`config.mk`:
```
export PLATFORM = sky130hd
export DESIGN_NAME = text_to_unsigned_integer_top
export DESIGN_NICKNAME = d
export VERILOG_FILES = /design/src/rtl/tuiu_pkg.sv /design/src/rtl/text_to_unsigned_integer_top.sv /design/src/rtl/tuiu_step.sv
export SDC_FILE = /design/constraint.sdc
export NUM_CORES = 1
export LEC_CHECK = 0
export BUFFER_PORTS_ARGS = -buffer_cell sky130_fd_sc_hd__buf_4
export CAP_MARGIN = 20
export CORE_UTILIZATION = 32
export CTS_CLUSTER_SIZE = 16
export DETAILED_ROUTE_END_ITERATION = 8
export PLACE_DENSITY = 0.55
export RECOVER_POWER = 25
export SYNTH_ARGS = -nofsm -noshare
export SYNTH_HDL_FRONTEND = slang
export SYNTH_SLANG_ARGS = --single-unit
```
`constraint.sdc`:
```
create_clock -name clk -period 9.7 [get_ports clk]
set_input_delay 0.485 -clock clk [delete_from_list [all_inputs] [get_ports clk]]
set_output_delay 0.485 -clock clk [all_outputs]
set_load 0.01 [all_outputs]
```
`src/rtl/tuiu_pkg.sv`:
```
// Shared types, constants and character helpers for the text-to-integer converter.
`timescale 1ns / 1ps

package tuiu_pkg;

  // Longest string position tracked before the counter saturates
  localparam longint unsigned MAX_STRING_LENGTH_DEF = 64'd65535;

  // Field widths
  localparam int VALUE_W  = 64;
  localparam int OFFSET_W = 16;
  localparam int STATUS_W = 2;
  localparam int BASE_W   = 6;
  localparam int CHAR_W   = 8;
  localparam int DIGIT_W  = 7;
  localparam int PHASE_W  = 3;

  // Largest end offset that can be reported
  localparam logic [OFFSET_W-1:0] END_OFFSET_MAX = '1;

  // Radix limits and defaults
  localparam logic [BASE_W-1:0] BASE_AUTO    = 6'd0;
  localparam logic [BASE_W-1:0] BASE_ONE     = 6'd1;
  localparam logic [BASE_W-1:0] BASE_OCT     = 6'd8;
  localparam logic [BASE_W-1:0] BASE_DEC     = 6'd10;
  localparam logic [BASE_W-1:0] BASE_HEX     = 6'd16;
  localparam logic [BASE_W-1:0] BASE_MAX     = 6'd36;
  localparam logic [BASE_W-1:0] BASE_MIN     = 6'd2;
  localparam logic [BASE_W-1:0] BASE_RST     = BASE_DEC;

  // Parse phases
  localparam logic [PHASE_W-1:0] PH_SPACE  = 3'd0;
  localparam logic [PHASE_W-1:0] PH_SIGNED = 3'd1;
  localparam logic [PHASE_W-1:0] PH_ZERO   = 3'd2;
  localparam logic [PHASE_W-1:0] PH_PREFIX = 3'd3;
  localparam logic [PHASE_W-1:0] PH_DIGITS = 3'd4;
  localparam logic [PHASE_W-1:0] PH_DONE   = 3'd5;

  // Status codes
  localparam logic [STATUS_W-1:0] ST_OK      = 2'd0;
  localparam logic [STATUS_W-1:0] ST_INVALID = 2'd1;
  localparam logic [STATUS_W-1:0] ST_RANGE   = 2'd2;

  // Character codes
  localparam logic [CHAR_W-1:0] CH_NUL   = 8'h00;
  localparam logic [CHAR_W-1:0] CH_TAB   = 8'h09;
  localparam logic [CHAR_W-1:0] CH_CR    = 8'h0D;
  localparam logic [CHAR_W-1:0] CH_SPACE = 8'h20;
  localparam logic [CHAR_W-1:0] CH_PLUS  = 8'h2B;
  localparam logic [CHAR_W-1:0] CH_MINUS = 8'h2D;
  localparam logic [CHAR_W-1:0] CH_0     = 8'h30;
  localparam logic [CHAR_W-1:0] CH_9     = 8'h39;
  localparam logic [CHAR_W-1:0] CH_UA    = 8'h41;
  localparam logic [CHAR_W-1:0] CH_UZ    = 8'h5A;
  localparam logic [CHAR_W-1:0] CH_LA    = 8'h61;
  localparam logic [CHAR_W-1:0] CH_LZ    = 8'h7A;
  localparam logic [CHAR_W-1:0] CH_UX    = 8'h58;
  localparam logic [CHAR_W-1:0] CH_LX    = 8'h78;

  // Digit value that no radix accepts
  localparam logic [DIGIT_W-1:0] DIGIT_NONE = 7'd99;

  // Per-string parse state
  typedef struct packed {
    logic [PHASE_W-1:0] phase;
    logic [VALUE_W-1:0] acc;
    logic               minus;
    logic [BASE_W-1:0]  base;
    logic               ovf;
    logic               invalid;
  } parse_state_t;

  // One result
  typedef struct packed {
    logic [VALUE_W-1:0]  value;
    logic [OFFSET_W-1:0] end_offset;
    logic [STATUS_W-1:0] status;
  } result_t;

  // Digit value of a character, letters in either case from 10 up
  function automatic logic [DIGIT_W-1:0] digit_of(input logic [CHAR_W-1:0] c);
    logic [CHAR_W-1:0] d;
    begin
      d = CH_NUL;
      if (c >= CH_0 && c <= CH_9) begin
        d = c - CH_0;
      end else if (c >= CH_LA && c <= CH_LZ) begin
        d = c - CH_LA + 8'd10;
      end else if (c >= CH_UA && c <= CH_UZ) begin
        d = c - CH_UA + 8'd10;
      end else begin
        d = {1'b0, DIGIT_NONE};
      end
      digit_of = d[DIGIT_W-1:0];
    end
  endfunction

  // Whitespace: space, tab, LF, VT, FF, CR
  function automatic logic is_space(input logic [CHAR_W-1:0] c);
    is_space = (c == CH_SPACE) || (c >= CH_TAB && c <= CH_CR);
  endfunction

endpackage

```
`src/rtl/text_to_unsigned_integer_top.sv`:
```
// Top level of the streaming text-to-unsigned-integer converter.
`timescale 1ns / 1ps
//
//  channel     | signals                               | direction
//  ------------+---------------------------------------+----------
//  characters  | char_valid, char_stall, char_code     | in
//  results     | result_valid, result_stall, value,    | out
//              | end_offset, status                    |
//  radix reg   | number_base_we, number_base           | in
//
//  One byte per cycle is taken while char_stall is low: a byte is registered,
//  then decode and radix multiply-add update the parse state.
//  A zero byte in the input register loads its result into the output register.
//  rst clears the parse state, both valid flags and sets the radix to 10.
//  A held result only stalls the character side when a zero byte is ready
//  behind it; other bytes keep flowing.

module text_to_unsigned_integer_top
  import tuiu_pkg::*;
#(
  parameter longint unsigned MAX_STRING_LENGTH = MAX_STRING_LENGTH_DEF
) (
  input  logic                clk,
  input  logic                rst,
  input  logic                number_base_we,
  input  logic [BASE_W-1:0]   number_base,
  input  logic                char_valid,
  output logic                char_stall,
  input  logic [CHAR_W-1:0]   char_code,
  output logic                result_valid,
  input  logic                result_stall,
  output logic [VALUE_W-1:0]  value,
  output logic [OFFSET_W-1:0] end_offset,
  output logic [STATUS_W-1:0] status
);

  localparam int POS_W  = $clog2(MAX_STRING_LENGTH + 64'd1);
  localparam int STOP_W = $clog2(MAX_STRING_LENGTH + 64'd2);
  localparam logic [POS_W-1:0] POS_MAX = POS_W'(MAX_STRING_LENGTH);

  logic [BASE_W-1:0] base_reg;
  logic [CHAR_W-1:0] char_r;
  logic              char_full;
  parse_state_t      st;
  parse_state_t      st_next;
  logic [POS_W-1:0]  position;
  logic [STOP_W-1:0] stop_pos;
  logic [STOP_W-1:0] stop_next;
  result_t           res_next;
  result_t           res;
  logic              is_term;
  logic              proc_go;

  // Radix register
  always_ff @(posedge clk) begin
    if (rst) begin
      base_reg <= BASE_RST;
    end else if (number_base_we) begin
      base_reg <= number_base;
    end
  end

  // A byte is processed unless it is a terminator blocked by a held result
  assign is_term    = (char_r == CH_NUL);
  assign proc_go    = char_full && (!is_term || !result_valid || !result_stall);
  assign char_stall = char_full && !proc_go;

  // Input register
  always_ff @(posedge clk) begin
    if (rst) begin
      char_full <= 1'b0;
    end else if (char_valid && !char_stall) begin
      char_full <= 1'b1;
    end else if (proc_go) begin
      char_full <= 1'b0;
    end
  end

  always_ff @(posedge clk) begin
    if (char_valid && !char_stall) begin
      char_r <= char_code;
    end
  end

  tuiu_step #(
    .POS_W  (POS_W),
    .STOP_W (STOP_W)
  ) u_step (
    .char_in   (char_r),
    .cfg_base  (base_reg),
    .st        (st),
    .position  (position),
    .stop_pos  (stop_pos),
    .st_next   (st_next),
    .stop_next (stop_next),
    .result    (res_next)
  );

  // Parse state: cleared after every terminator
  always_ff @(posedge clk) begin
    if (rst) begin
      st       <= '{phase: PH_SPACE, default: '0};
      position <= '0;
      stop_pos <= '0;
    end else if (proc_go) begin
      if (is_term) begin
        st       <= '{phase: PH_SPACE, default: '0};
        position <= '0;
        stop_pos <= '0;
      end else begin
        st       <= st_next;
        stop_pos <= stop_next;
        if (position < POS_MAX) begin
          position <= position + POS_W'(1);
        end
      end
    end
  end

  // Result register
  always_ff @(posedge clk) begin
    if (rst) begin
      result_valid <= 1'b0;
    end else if (proc_go && is_term) begin
      result_valid <= 1'b1;
    end else if (!result_stall) begin
      result_valid <= 1'b0;
    end
  end

  always_ff @(posedge clk) begin
    if (proc_go && is_term) begin
      res <= res_next;
    end
  end

  assign value      = res.value;
  assign end_offset = res.end_offset;
  assign status     = res.status;

endmodule

```
`src/rtl/tuiu_step.sv`:
```
// Next-state and result logic for one character of the string.
`timescale 1ns / 1ps

module tuiu_step
  import tuiu_pkg::*;
#(
  parameter int POS_W  = 16,
  parameter int STOP_W = 17
) (
  input  logic [CHAR_W-1:0] char_in,
  input  logic [BASE_W-1:0] cfg_base,
  input  parse_state_t      st,
  input  logic [POS_W-1:0]  position,
  input  logic [STOP_W-1:0] stop_pos,
  output parse_state_t      st_next,
  output logic [STOP_W-1:0] stop_next,
  output result_t           result
);

  localparam int XW   = STOP_W + OFFSET_W;
  localparam int PR_W = VALUE_W + BASE_W + 1;

  logic              first;
  logic              bad_base;
  logic [BASE_W-1:0] base_eff;
  logic [PHASE_W-1:0] phase_eff;
  logic              inv_eff;
  logic [DIGIT_W-1:0] dig;
  logic              want_take;
  logic              fail_done;
  logic [BASE_W-1:0] tb;
  logic              take_ok;
  logic [PR_W-1:0]   sum;
  logic [STOP_W-1:0] pos_inc;
  logic [XW-1:0]     stop_wide;
  logic              res_invalid;

  // Radix latched on the first byte of each string
  assign first     = (position == '0);
  assign bad_base  = (cfg_base == BASE_ONE) || (cfg_base > BASE_MAX);
  assign base_eff  = first ? cfg_base : st.base;
  assign phase_eff = (first && bad_base) ? PH_DONE : st.phase;
  assign inv_eff   = st.invalid | (first && bad_base);
  assign dig       = digit_of(char_in);
  assign pos_inc   = STOP_W'(position) + STOP_W'(1);

  // Phase decode: pick the action and the radix used for a digit
  always_comb begin
    st_next         = st;
    st_next.phase   = phase_eff;
    st_next.base    = base_eff;
    st_next.invalid = inv_eff;
    stop_next       = stop_pos;
    want_take       = 1'b0;
    fail_done       = 1'b0;
    tb              = base_eff;
    unique case (phase_eff)
      PH_SPACE, PH_SIGNED: begin
        if (phase_eff == PH_SPACE && is_space(char_in)) begin
          st_next.phase = PH_SPACE;
        end else if (phase_eff == PH_SPACE &&
                     (char_in == CH_PLUS || char_in == CH_MINUS)) begin
          st_next.minus = (char_in == CH_MINUS);
          st_next.phase = PH_SIGNED;
        end else if (base_eff == BASE_AUTO) begin
          // auto radix: first character must be a decimal digit
          if (char_in < CH_0 || char_in > CH_9) begin
            st_next.invalid = 1'b1;
            st_next.phase   = PH_DONE;
          end else if (char_in == CH_0) begin
            stop_next     = pos_inc;
            st_next.phase = PH_ZERO;
          end else begin
            st_next.base = BASE_DEC;
            tb           = BASE_DEC;
            want_take    = 1'b1;
          end
        end else if (base_eff == BASE_HEX && char_in == CH_0) begin
          stop_next     = pos_inc;
          st_next.phase = PH_ZERO;
        end else begin
          want_take = 1'b1;
          fail_done = 1'b1;
        end
      end
      PH_ZERO: begin
        if (char_in == CH_LX || char_in == CH_UX) begin
          st_next.base  = BASE_HEX;
          st_next.phase = PH_PREFIX;
        end else begin
          tb           = (base_eff == BASE_AUTO) ? BASE_OCT : base_eff;
          st_next.base = tb;
          want_take    = 1'b1;
          fail_done    = 1'b1;
        end
      end
      PH_PREFIX, PH_DIGITS: begin
        want_take = 1'b1;
        fail_done = 1'b1;
      end
      default: begin
        st_next.phase = phase_eff;
      end
    endcase

    // Multiply-add by the active radix
    take_ok = (tb >= BASE_MIN) && (dig < DIGIT_W'(tb));
    sum     = PR_W'(st.acc) * PR_W'(tb) + PR_W'(dig);

    // Digit accumulate with exact overflow detection
    if (want_take) begin
      if (take_ok) begin
        if (!st.ovf) begin
          if (sum[PR_W-1:VALUE_W] != '0) begin
            st_next.ovf = 1'b1;
            st_next.acc = '1;
          end else begin
            st_next.acc = sum[VALUE_W-1:0];
          end
        end
        stop_next     = pos_inc;
        st_next.phase = PH_DIGITS;
      end else if (fail_done) begin
        st_next.phase = PH_DONE;
      end
    end
  end

  // Result when this character is the terminator
  assign res_invalid = inv_eff || (phase_eff == PH_SPACE) ||
                       (phase_eff == PH_SIGNED && base_eff == BASE_AUTO);
  assign stop_wide   = XW'(stop_pos);

  always_comb begin
    result = '0;
    if (res_invalid) begin
      result.status = ST_INVALID;
    end else begin
      if (st.ovf) begin
        result.value  = '1;
        result.status = ST_RANGE;
      end else begin
        result.value  = st.minus ? (VALUE_W'(0) - st.acc) : st.acc;
        result.status = ST_OK;
      end
      result.end_offset = (stop_wide > XW'(END_OFFSET_MAX)) ? END_OFFSET_MAX :
                          stop_wide[OFFSET_W-1:0];
    end
  end

endmodule
```
# Word-level counts from Yosys, hierarchy flattened
# Index checks and enable logic that the tools add are counted.
[word_totals]
out_inout_bits = 84
register_bits = 207
elab_cells = 175
[op_classes]
mux = 74
add_sub_neg = 9
magnitude_cmp = 15
eq_ne = 15
mul = 1
reduce_logical = 45
n_bitwise = 1
[op_table]
columns = ["operator", "count"]
rows = [
  ["2-to-1 mux 64 bit", 5],
  ["2-to-1 mux 17 bit", 10],
  ["2-to-1 mux 76 bit", 1],
  ["adder 70 x 7 -> 71 bit", 1],
  ["multiplier 64 x 6 -> 70 bit", 1],
  ["2-to-1 mux 67 bit", 1],
  ["subtractor 1 x 64 -> 64 bit (first input constant)", 1],
  ["2-to-1 mux 6 bit", 9],
  ["2-to-1 mux 16 bit", 3],
  ["equality test 8 x 6 -> 1 bit (second input constant)", 4],
  ["2-to-1 mux 3 bit", 10],
  ["2-to-1 mux 7 bit", 4],
  ["2-to-1 mux 1 bit", 25],
  ["case mux 6 bit (2 select lines)", 2],
  ["adder 16 x 1 -> 17 bit (second input constant)", 1],
  ["greater-than comparator 17 x 16 -> 1 bit (second input constant)", 1],
  ["adder 16 x 1 -> 16 bit (second input constant)", 1],
  ["equality test 8 x 7 -> 1 bit (second input constant)", 2],
  ["greater-or-equal comparator 8 x 7 -> 1 bit (second input constant)", 2],
  ["<= comparator 8 x 7 -> 1 bit (second input constant)", 2],
  ["logical NOT 16 bit", 1],
  ["< comparator 16 bit (second input constant)", 1],
  ["adder 7 x 4 -> 7 bit (second input constant)", 2],
  ["logical AND 1 bit", 14],
  ["other kinds (33)", 56],
]

# Logic depth before layout (Yosys ltp)
# Gate-level depths: netlist of the first run.
[logic_depth]
depth_word = 17
mapped_depth = 33

# Cells and area by module
# From an unflattened synthesis of the first run, not the netlist that was laid out.
[unflattened]
cells_unflattened = 2798
area_unflattened_um2 = 24527.3
[modules_own_cells]
columns = ["mod", "seq_area_each_um2", "n_inst", "cells_per_inst", "area_each_um2"]
rows = [
  ["tuiu_step", 0.0, 1, 2242, 17466.8],
  ["text_to_unsigned_integer_top", 5044.8, 1, 556, 7060.5],
]

# Least setup slack after synthesis of the first run
# OpenSTA, ideal clock, no wires.
[synth_timing]
path_kind = "register -> register"
from = "register char_r[0]"
to = "register, netlist name st[35]"
period_less_slack_ps = 7893
arrival_time_ps = 7770
path_stages_with_launch = 33
required_time_ps = 9577
setup_slack_ps = 1807
path_cell_list = "edfxtp_1 > inv_1 > ha_1 > nor3b_1 > and3_1 > a41oi_1 > a21o_1 > nand4_1 > a2111oi_0 > nor2b_1 > clkbuf_1 > buf_1 > nand2b_1 > fa_1 > fa_1 > inv_1 > fa_1 > inv_1 > fa_1 > inv_1 > ha_1 > clkbuf_1 > a211o_1 > a31o_2 > o211ai_1 > o221ai_1 > a221o_1 > or3_1 > a21oi_1 > o2111a_1 > a31oi_1 > buf_2 > a221o_2"
[synth_between]
elab_chain_cells = 15
elab_cells_between_ends = 70
classes_between = "add/sub: 6; mul: 1; order compare: 12; eq/ne: 7; mux: 23; reduce/logical: 21"
[synth_rtl]
columns = ["item", "line", "source"]
rows = [
  ["start, declared", "text_to_unsigned_integer_top.sv:42", "logic [CHAR_W-1:0] char_r;"],
  ["start signal, assigned", "text_to_unsigned_integer_top.sv:81", "char_r <= char_code;"],
  ["< comparator 8 x 6 -> 1 bit, or another cell as far along", "tuiu_step.sv:67", "if (char_in < CH_0 || char_in > CH_9) begin"],
  ["logical OR 1 bit / 2-to-1 mux 6 bit (equally long branches)", "tuiu_step.sv:67, tuiu_step.sv:70", ""],
  ["2-to-1 mux 6 bit", "tuiu_step.sv:67", ""],
  ["2-to-1 mux 6 bit", "tuiu_step.sv:65", "end else if (base_eff == BASE_AUTO) begin"],
  ["2-to-1 mux 6 bit", "tuiu_step.sv:61", "end else if (phase_eff == PH_SPACE &&"],
  ["2-to-1 mux 6 bit", "tuiu_step.sv:59", "if (phase_eff == PH_SPACE && is_space(char_in)) begin"],
  ["case mux 6 bit (2 select lines)", "tuiu_step.sv:57", "unique case (phase_eff)"],
  ["multiplier 64 x 6 -> 70 bit", "tuiu_step.sv:108", "sum = PR_W'(st.acc) * PR_W'(tb) + PR_W'(dig);"],
  ["adder 70 x 7 -> 71 bit", "tuiu_step.sv:108", ""],
  ["nonzero test 7 bit", "tuiu_step.sv:114", "if (sum[PR_W-1:VALUE_W] != '0) begin"],
  ["2-to-1 mux 64 bit", "tuiu_step.sv:114", ""],
  ["2-to-1 mux 64 bit", "tuiu_step.sv:113", "if (!st.ovf) begin"],
  ["2-to-1 mux 64 bit", "tuiu_step.sv:112", "if (take_ok) begin"],
  ["2-to-1 mux 67 bit", "tuiu_step.sv:111", "if (want_take) begin"],
  ["2-to-1 mux 76 bit", "text_to_unsigned_integer_top.sv:106", "if (is_term) begin"],
]
# Parallel ways exist; a longest one is shown, timed or not. The select of a mux whose other input is x is not followed.
# A chain may end at the register's enable or synchronous reset.

# Final worst setup path of the first run
[layout_timing]
from = "register position[0]"
to = "register, netlist name st[53]"
[layout_between]
elab_chain_cells = 16
elab_cells_between_ends = 43
classes_between = "add/sub: 1; mul: 1; order compare: 2; eq/ne: 5; mux: 20; reduce/logical: 14"
[layout_rtl]
columns = ["item", "line", "source"]
rows = [
  ["start, declared", "text_to_unsigned_integer_top.sv:46", "logic [POS_W-1:0] position;"],
  ["start signal, assigned", "text_to_unsigned_integer_top.sv:114", "position <= position + POS_W'(1);"],
  ["logical NOT 16 bit *", "tuiu_step.sv:39", "assign first = (position == '0);"],
  ["2-to-1 mux 6 bit / logical AND 1 bit (equally long branches)", "tuiu_step.sv:41, tuiu_step.sv:42", ""],
  ["2-to-1 mux 6 bit / 2-to-1 mux 3 bit (equally long branches)", "tuiu_step.sv:70, tuiu_step.sv:42", ""],
  ["2-to-1 mux 6 bit / logical NOT 3 bit (equally long branches)", "--", ""],
  ["2-to-1 mux 6 bit / logical AND 1 bit (equally long branches)", "tuiu_step.sv:65, tuiu_step.sv:61", ""],
  ["2-to-1 mux 6 bit", "tuiu_step.sv:61", ""],
  ["2-to-1 mux 6 bit", "tuiu_step.sv:59", ""],
  ["case mux 6 bit (2 select lines)", "tuiu_step.sv:57", ""],
  ["multiplier 64 x 6 -> 70 bit", "tuiu_step.sv:108", ""],
  ["adder 70 x 7 -> 71 bit", "tuiu_step.sv:108", ""],
  ["nonzero test 7 bit", "tuiu_step.sv:114", ""],
  ["2-to-1 mux 64 bit", "tuiu_step.sv:114", ""],
  ["2-to-1 mux 64 bit", "tuiu_step.sv:113", ""],
  ["2-to-1 mux 64 bit", "tuiu_step.sv:112", ""],
  ["2-to-1 mux 67 bit", "tuiu_step.sv:111", ""],
  ["2-to-1 mux 76 bit", "text_to_unsigned_integer_top.sv:106", ""],
]
# Mark *: on every way between the ends. The rest lies on a longest branch, timed or not. The select of a mux whose other input is x is not followed.

==> results of run 1 <==
==> through the flow <==
| step | instances | utilization [%] | hold WS, ns |
|---|---|---|---|
| floorplan | 2546 | - | 0.428 |
| global placement | 3428 | 34.1 | 0.446 |
| detailed placement | 3428 | 34.1 | 0.447 |
| CTS | 3482 | 35.5 | 0.0184 |
| global route | 3484 | 35.1 | 0.0562 |
| finish | 3484 | 35.1 | 0.0840 |
==> Yosys cell counts (31+ instances only) <==
master | instances | area (sq um)
sky130_fd_sc_hd__nand3_1 | 34 | 170
sky130_fd_sc_hd__a21o_1 | 31 | 233
sky130_fd_sc_hd__ha_1 | 166 | 2080
sky130_fd_sc_hd__inv_1 | 84 | 315
sky130_fd_sc_hd__xor2_1 | 73 | 639
sky130_fd_sc_hd__edfxtp_1 | 90 | 2700
sky130_fd_sc_hd__o21ai_0 | 113 | 566
sky130_fd_sc_hd__a21oi_1 | 177 | 886
sky130_fd_sc_hd__a221o_1 | 63 | 631
sky130_fd_sc_hd__xnor2_1 | 64 | 561
sky130_fd_sc_hd__nor2_1 | 179 | 672
sky130_fd_sc_hd__dfxtp_1 | 117 | 2340
sky130_fd_sc_hd__clkbuf_1 | 155 | 582
sky130_fd_sc_hd__nand2_1 | 132 | 495
sky130_fd_sc_hd__and2_1 | 127 | 795
sky130_fd_sc_hd__fa_1 | 253 | 5060
sky130_fd_sc_hd__nor2b_1 | 257 | 1610
==> layout by cell type (no fill, tap or decap), types with 29 or more instances in the layout <==
cell type	synthesis	routed
sky130_fd_sc_hd__nor2b_1	257	256
sky130_fd_sc_hd__a21o_1	31	31
sky130_fd_sc_hd__clkbuf_1	155	83
sky130_fd_sc_hd__nor2_1	179	179
sky130_fd_sc_hd__fa_1	253	253
sky130_fd_sc_hd__xor2_1	73	73
sky130_fd_sc_hd__clkbuf_16	0	30
sky130_fd_sc_hd__nand3_1	34	34
sky130_fd_sc_hd__and2_1	127	126
sky130_fd_sc_hd__edfxtp_1	90	90
sky130_fd_sc_hd__nand2_1	132	132
sky130_fd_sc_hd__dfxtp_1	117	116
sky130_fd_sc_hd__o21ai_0	113	113
sky130_fd_sc_hd__a221o_1	63	63
sky130_fd_sc_hd__nand4_1	29	29
sky130_fd_sc_hd__xnor2_1	64	64
sky130_fd_sc_hd__inv_1	84	83
sky130_fd_sc_hd__buf_4	1	31
sky130_fd_sc_hd__ha_1	166	166
sky130_fd_sc_hd__a21oi_1	177	177
==> critical path, delay by kind of cell (launching register included) <==
kind	cells	cell delay, ns
AOI/OAI and AO/OA	9	2.97
adders and majority gates	6	2.35
and+or+nand+nor	7	1.68
buffers and inverters	5	1.01
muxes	1	0.47
DFF	1	0.36
==> power groups by stage <==
stage	registers [mW]	logic, mW	clock network [mW]
floorplan	0.936	0.138	0
global placement	0.942	0.199	0
detailed placement	0.942	0.202	0
CTS	0.924	0.203	1.14
global route	0.925	0.224	1.17
finish	0.924	0.203	1.11
==> cell families (layout without fill, tap and decap cells) <==
family / count (synthesis) / count (layout) / share of synthesized area [%]
buffers and inverters: 284 / 262 / 5.31
AO/OA/AOI/OAI: 566 / 567 / 16.2
flip-flops: 207 / 207 / 21.3
multiplexers: 16 / 16 / 0.692
AND/OR/NAND/NOR: 917 / 917 / 21.3
XOR/XNOR: 137 / 137 / 5.07
adder cells (fa/ha/maj): 419 / 419 / 30.1
==> worst max path at each step <==
stage	start	to	slack [ns]	cells past startpoint
global placement	char_r[0]	st[57]	0.42	27
detailed placement	position[0]	st[15]	0.37	28
global route	char_r[0]	st[16]	0.03	29
floorplan	char_r[0]	st[35]	1.81	32
finish	position[0]	st[53]	0.66	28
CTS	char_r[0]	st[15]	0.25	28
==> layer usage <==
| layer | wire length [microns] | up-vias |
|---|---|---|
| met3 | 2950 | 77 |
| met2 | 31000 | 440 |
| met5 | 0 | - |
| met4 | 1220 | 0 |
| li1 | - | 8789 |
| met1 | 31100 | 9443 |
==> area by class of cell <==
class                           count  area share, %
Inverter                           85           1.25
Multi-Input combinational cell   2056           68.1
Clock buffer                       35           3.11
Timing Repair Buffer              123           2.49
Tap cell                          959           4.67
Sequential cell                   207           19.7
Clock inverter                     19          0.707
==> repair_timing <==
item | in CTS | in global routing
gates resized for setup | 0 | 4
endpoints found under the setup margin | 0 | 38
hold endpoints to repair | 0 | 0
==> run summary, run 1 <==
For this block, the routed nets add up to 66.3 mm of wire. For the final routed database, the setup TNS stands at 0 ns. The share of synthesized registers carrying an async set or reset came out at 0%. The prevailing post-synth register cell is sky130_fd_sc_hd__dfxtp_1. In this run the standard cell core region covers 73100 sq um. Before antenna repair, the detailed router went through 8 iterations.

The largest incremental delay on the critical path is 0.55 ns. The cell area that synthesis handed to floorplanning was 23700 sq um. Setup slack on the worst reg-to-reg path comes out at 0.66 ns. During I/O placement, the number of pins put on the boundary was 103.

Overall power consumption after layout is estimated at 2.24 mW. Cell internal power was estimated by the tool at 1.61 mW. Number of flip-flops under the largest register name: 76. Routability-driven placement finished with a final weighted congestion of 0.913.

The initial utilization of the core area, before any placement, comes to 32.4%. The routed length per instance came out at 19.0 microns. Worst reg2reg path endpoint: st[53]. The busiest layer in global routing is met2. The clock period minus worst slack works out to 9.04 ns. The global routing met3 resource utilization was 2.09%; the met1 track demand over resource in global routing was 24.7%. The net switching power was 0.626 mW; the relative contribution of sequential cells to total power was 41.3%. Critical-path cell with the highest stage delay: sky130_fd_sc_hd__a221oi_1. The yosys synthesis warning count is 0. Clock-pin slew was measured on the worst setup and hold paths at 0.06 ns. The initial antenna violation count is 1, and the share of the yosys chip area belonging to registers is 21.3%. The worst setup path is launched from a flip-flop. The worst hold path terminates at char_r[3]. For the count of routing violations after the opening detailed-route iteration, the log shows 1397. For the pin with the worst max-slew slack, the measured transition is 0.940 ns. The count of port buffers added during placement was 102; the floorplan die width was 274 microns. Setup repair after global routing left no endpoint under its margin. The maximum fanout count along the critical path works out to 64. In this run the cell area measured after placement is 25000 sq um. The number of distinct library cells after synthesis is 98. For the number of clock buffers inserted by TritonCTS, the log shows 29.

Via count of the first global-routing pass: 19200. For the worst flop-to-flop path, the logic depth is 28. The arrival time at the worst endpoint was 9.51 ns. The period utilization is 93.2%.

Across the whole layout, storage elements account for 5050 sq um. Data on the critical path is required at its endpoint by 10.18 ns. By startpoint and endpoint, the worst setup path is classified as flip-flop to flip-flop. Relative to the synthesized area, the layout overhead comes to 8.35%. The flow ran to the end, but the final reports show violations. The clock drives 207 sinks. The run gives 2940 as the count of nets after finishing. In this run the tightest slew margin relative to its limit is 37.1%. The total nets after synthesis was 2984.

The total via count after detailed routing is 18700, and the number of enable flip-flop cells after synthesis is 90. The fraction of final layout cells sized beyond drive strength 1 works out to 6.10%. The longest clock path from root to sink contains 3 buffers. The final number of max-transition violations was 0.

The worst setup path is captured at a flip-flop. The per-cell via count in the routed design is 5.38, and the row count is 99. Detailed placement finished with a half-perimeter wire length of 48.7 mm.

Total global routing overflow: 0. Once detail routing completed, the nets flagged for antenna violations numbered 0. The die is 274 microns tall. The first global-routing pass estimated 108 mm of wire.

Timing would allow up to 0.111 GHz. The number of stages on the worst hold path was 1. More flip-flops sit in one register than any other, and that register is st.

The worst register-to-register path begins at position[0]. The run gives 0 as the number of hold violations in the final report. The number of flip-flops and latches in the synthesized netlist was 207; the average cell area after synthesis was 9.30 sq um.

Master cell of the clock root buffer: sky130_fd_sc_hd__clkbuf_16. Launch instance of the worst min-delay path: char_code[3]. The path class of the tightest hold or removal check is input port to flip-flop. The number of remaining DRC errors came out at 26. The tools report the proportion of power drawn by combinational gates as 9.1%. Counting the fill cells in the layout gives 7439.

Entering global routing, the biggest net connects 68 pins. In this run switching power makes up 28.0% of total power. The analysis attributes to cell leakage a power of 11.1 nW. The die covers 75100 sq um. The number of H-tree levels is 1, and the total of max-cap violations is 0. Between clock sinks in the finished design, the worst skew comes to 0.0185 ns. The number of hold buffers added after CTS is 0, and the final instance area is 25700 sq um. The post-layout worst setup margin is 0.662 ns, and the combined global-route utilization of all metal layers is 17.6%. The total setup buffers inserted after CTS was 0; the worst setup slack before clock tree synthesis was 0.366 ns. For met2 alone, demand over resource in global routing was 29.1%. Setup violations remaining at the end of the flow were counted as 0.

The tools report the worst-skew pair later-pin latency as 0.60 ns. Post-synthesis cell count: 2546. The maximum VDD drop is 0.000146 V. The multi-input combinational cells in the finished layout cover a total of 17500 sq um. 0 antenna diodes ended up in the layout.

Per report_power, the clock group accounts for 49.6% of the total. The final reports fail on DRC. For this design the ratio of total power to cell area is 87.2 nW/um^2.

TritonCTS built the clock tree.
Power figures use the tool's default switching activity.
==> run 2, diff against run 1 <==
--- a/config.mk
+++ b/config.mk
@@ -8,6 +8,7 @@
 export BUFFER_PORTS_ARGS = -buffer_cell sky130_fd_sc_hd__buf_4
 export CAP_MARGIN = 20
 export CORE_UTILIZATION = 32
+export CTS_BUF_LIST = sky130_fd_sc_hd__clkbuf_8
 export CTS_CLUSTER_SIZE = 16
 export DETAILED_ROUTE_END_ITERATION = 8
 export PLACE_DENSITY = 0.55
==> run 2 against run 1 <==
Compared with the run above: setup slack better by 0.060 ns; non-clock buffer count stayed put; critical path depth is 2 higher; largest cell class unchanged; the run still ends with DRC left; worst hold slack worse by 0.022 ns; sequential power hardly changed.
==> run summary, run 2 (synthesis results as in run 1) <==
The region available for standard cell placement spans 73100 sq um. Summing all multi-input logic gate instances after layout gives 17500 sq um. The slowest stage of the critical path is the sky130_fd_sc_hd__fa_1 cell.

For the flip-flop and latch area, the log shows 5050 sq um. The tools report the worst setup skew after layout as 0.0528 ns. The number of hold buffers added after CTS is 0, and the number of remaining DRC errors is 26. Aggregate routed wire length: 66.3 mm.

The top register by number of flip-flops was st. The critical path in this run is classified as flip-flop to flip-flop. The tools report the row count as 99.

Iteration count of the initial detailed-routing pass: 7. On the worst path, the slowest cell contributes a delay of 0.57 ns. The combined global-route utilization of all metal layers was 17.7%. Timing analysis after detailed placement gives a worst setup slack of 0.366 ns. The final antenna-violating net count is 0, and the number of filler instances in the final layout is 7447.

The final number of max-transition violations is 0. The period utilization works out to 92.6%. In this run the worst path has a maximum fanout of 35.

Dividing the detail-routed via count by the number of cells gives 5.34. STA classifies the critical path startpoint as a flip-flop. Summed over all cells, the static leakage comes to 11.2 nW. Cells with a size suffix above 1 make up 6.93% of the layout. Clock-pin slew was measured on the worst setup and hold paths at 0.06 ns. The tightest min-delay check is of the input port to flip-flop type. The total via count after detailed routing was 18800. After the first detailed-routing iteration, the DRC count stood at 1403. The initial antenna violation count came out at 2.

The library cell used most frequently in the layout, excluding fill and tap cells, is sky130_fd_sc_hd__nor2b_1. The checks that failed: DRC. Buffers placed on the I/O ports in this run total 102. The via count of the first global-routing pass is 19400. The total of max-cap violations is 0. The die covers 75100 sq um. The clock period minus worst slack was 8.98 ns; the worst relative slew slack was 40.3%. The startpoint identified for the worst register-to-register timing path is char_r[0]. In the final routed layout, each cell accounts on average for 18.9 microns.

The flow ran to the end, but the final reports show violations. The total negative slack for setup checks was 0 ns; the clock tree buffer depth was 3. The worst reg2reg path depth was 30; the arrival time at the worst endpoint was 9.47 ns.

Number of hold violations in the final report: 0. After the last flow step, the layout net total stands at 2957. The type of element capturing the critical path was a flip-flop. In this run the number of H-tree levels came out at 2.

The post-layout worst setup margin is 0.722 ns. The register with the most flip-flops in the layout has 76 of them. Setup repair after global routing left no endpoint under its margin.

The fmax was 0.111 GHz. The initial standard-cell utilization of the core came out at 32.4%. Setup slack on the worst reg-to-reg path comes out at 0.72 ns. The actual slew at the worst max-slew pin works out to 0.894 ns. Clock tree synthesis found a total of 207 sinks.

The worst reg2reg path endpoint was st[25]. Setup violations remaining at the end of the flow were counted as 0. For this design the top-level I/O count stands at 103. Entering global routing, the biggest net connects 68 pins.

TritonCTS built the clock tree. The post-synthesis to final-layout area growth came out at 8.45%. VDD sags by at most 0.0000772 V. The required time of the critical path was 10.19 ns. The worst hold path terminates at char_r[3]. Routability-driven placement finished with a final weighted congestion of 0.913. The number of stages on the worst hold path came out at 1. The logs give 2.21 mW for the post-route total power and 0.66 ns for the worst-skew pair later-pin latency. The worst hold margin is 0.0624 ns, and the number of clock buffers inserted by TritonCTS is 46. The power density of the placed cells is 86.2 nW/um^2. Launch instance of the worst min-delay path: char_code[3]. The tree is rooted in a sky130_fd_sc_hd__clkbuf_8.

Once detailed placement completed, the half-perimeter wirelength came to 48.7 mm. For this run the aggregate overflow at the end of global routing stands at 0. The run gives 108 mm as the wire length of the first global-routing pass.

Floorplan die width: 274 microns. In the layout the commonest cells are sky130_fd_sc_hd__nor2b_1 (256), sky130_fd_sc_hd__fa_1 (253), sky130_fd_sc_hd__nor2_1 (179). The die span in y was 274 microns.
==> run 2: stage by stage <==
stage	cells	cell area, sq um	utilization, %
after detailed placement	3428	25000	34.1
after global placement	3428	25000	34.1
final	3515	25700	35.2
after floorplan	2546	23700	-
after global routing	3515	25700	35.2
after CTS	3512	26000	35.5
==> run 2: worst max-delay path by stage <==
stage	cells after the start	to	startpoint
final	30	st[25]	char_r[0]
after global routing	29	st[16]	char_r[0]
after CTS	30	st[25]	position[0]
after detailed placement	28	st[15]	position[0]
after global placement	27	st[57]	char_r[0]
after floorplan	32	st[35]	char_r[0]
==> run 2: critical path: cells and delay by family (launching register included) <==
family	cells	cell delay [ns]
AOI/OAI and AO/OA	10	2.88
xor gates and xnor gates	1	0.16
adders and majority gates	6	2.79
buffers and inverters	6	0.86
DFF	1	0.46
and+or+nand+nor	7	1.69
==> run 2: report_power, final <==
part           internal (mW)  leakage, nW  switching, mW  total [mW]
clock network          0.628        0.551          0.458        1.09
logic                 0.0563         8.87          0.147       0.203
registers              0.912         1.73         0.0133       0.925
total                   1.60         11.2          0.618        2.21
==> run 2: what timing repair did <==
action                     CTS  global route
gates resized for setup      0             4
setup buffers                0             0
hold endpoints to repair     0             0
setup endpoints to repair    0            35
==> run 2: area by class of cell <==
| class | count | area share [%] |
|---|---|---|
| Sequential cell | 207 | 19.6 |
| Multi-Input combinational cell | 2056 | 68.0 |
| Antenna cell | 1 | 0.00974 |
| Inverter | 85 | 1.25 |
| Tap cell | 959 | 4.67 |
| Clock buffer | 56 | 3.00 |
| Timing Repair Buffer | 123 | 2.49 |
| Clock inverter | 28 | 0.896 |
==> run 2: per-layer routing <==
metal	vias to the layer above	part of all wire (%)	global-route usage [%]
li1	8821	-	-
met1	9418	47	24.5
met2	425	46	28.9
met3	89	4.5	2.43
met4	0	2.1	4.75
met5	-	0	0
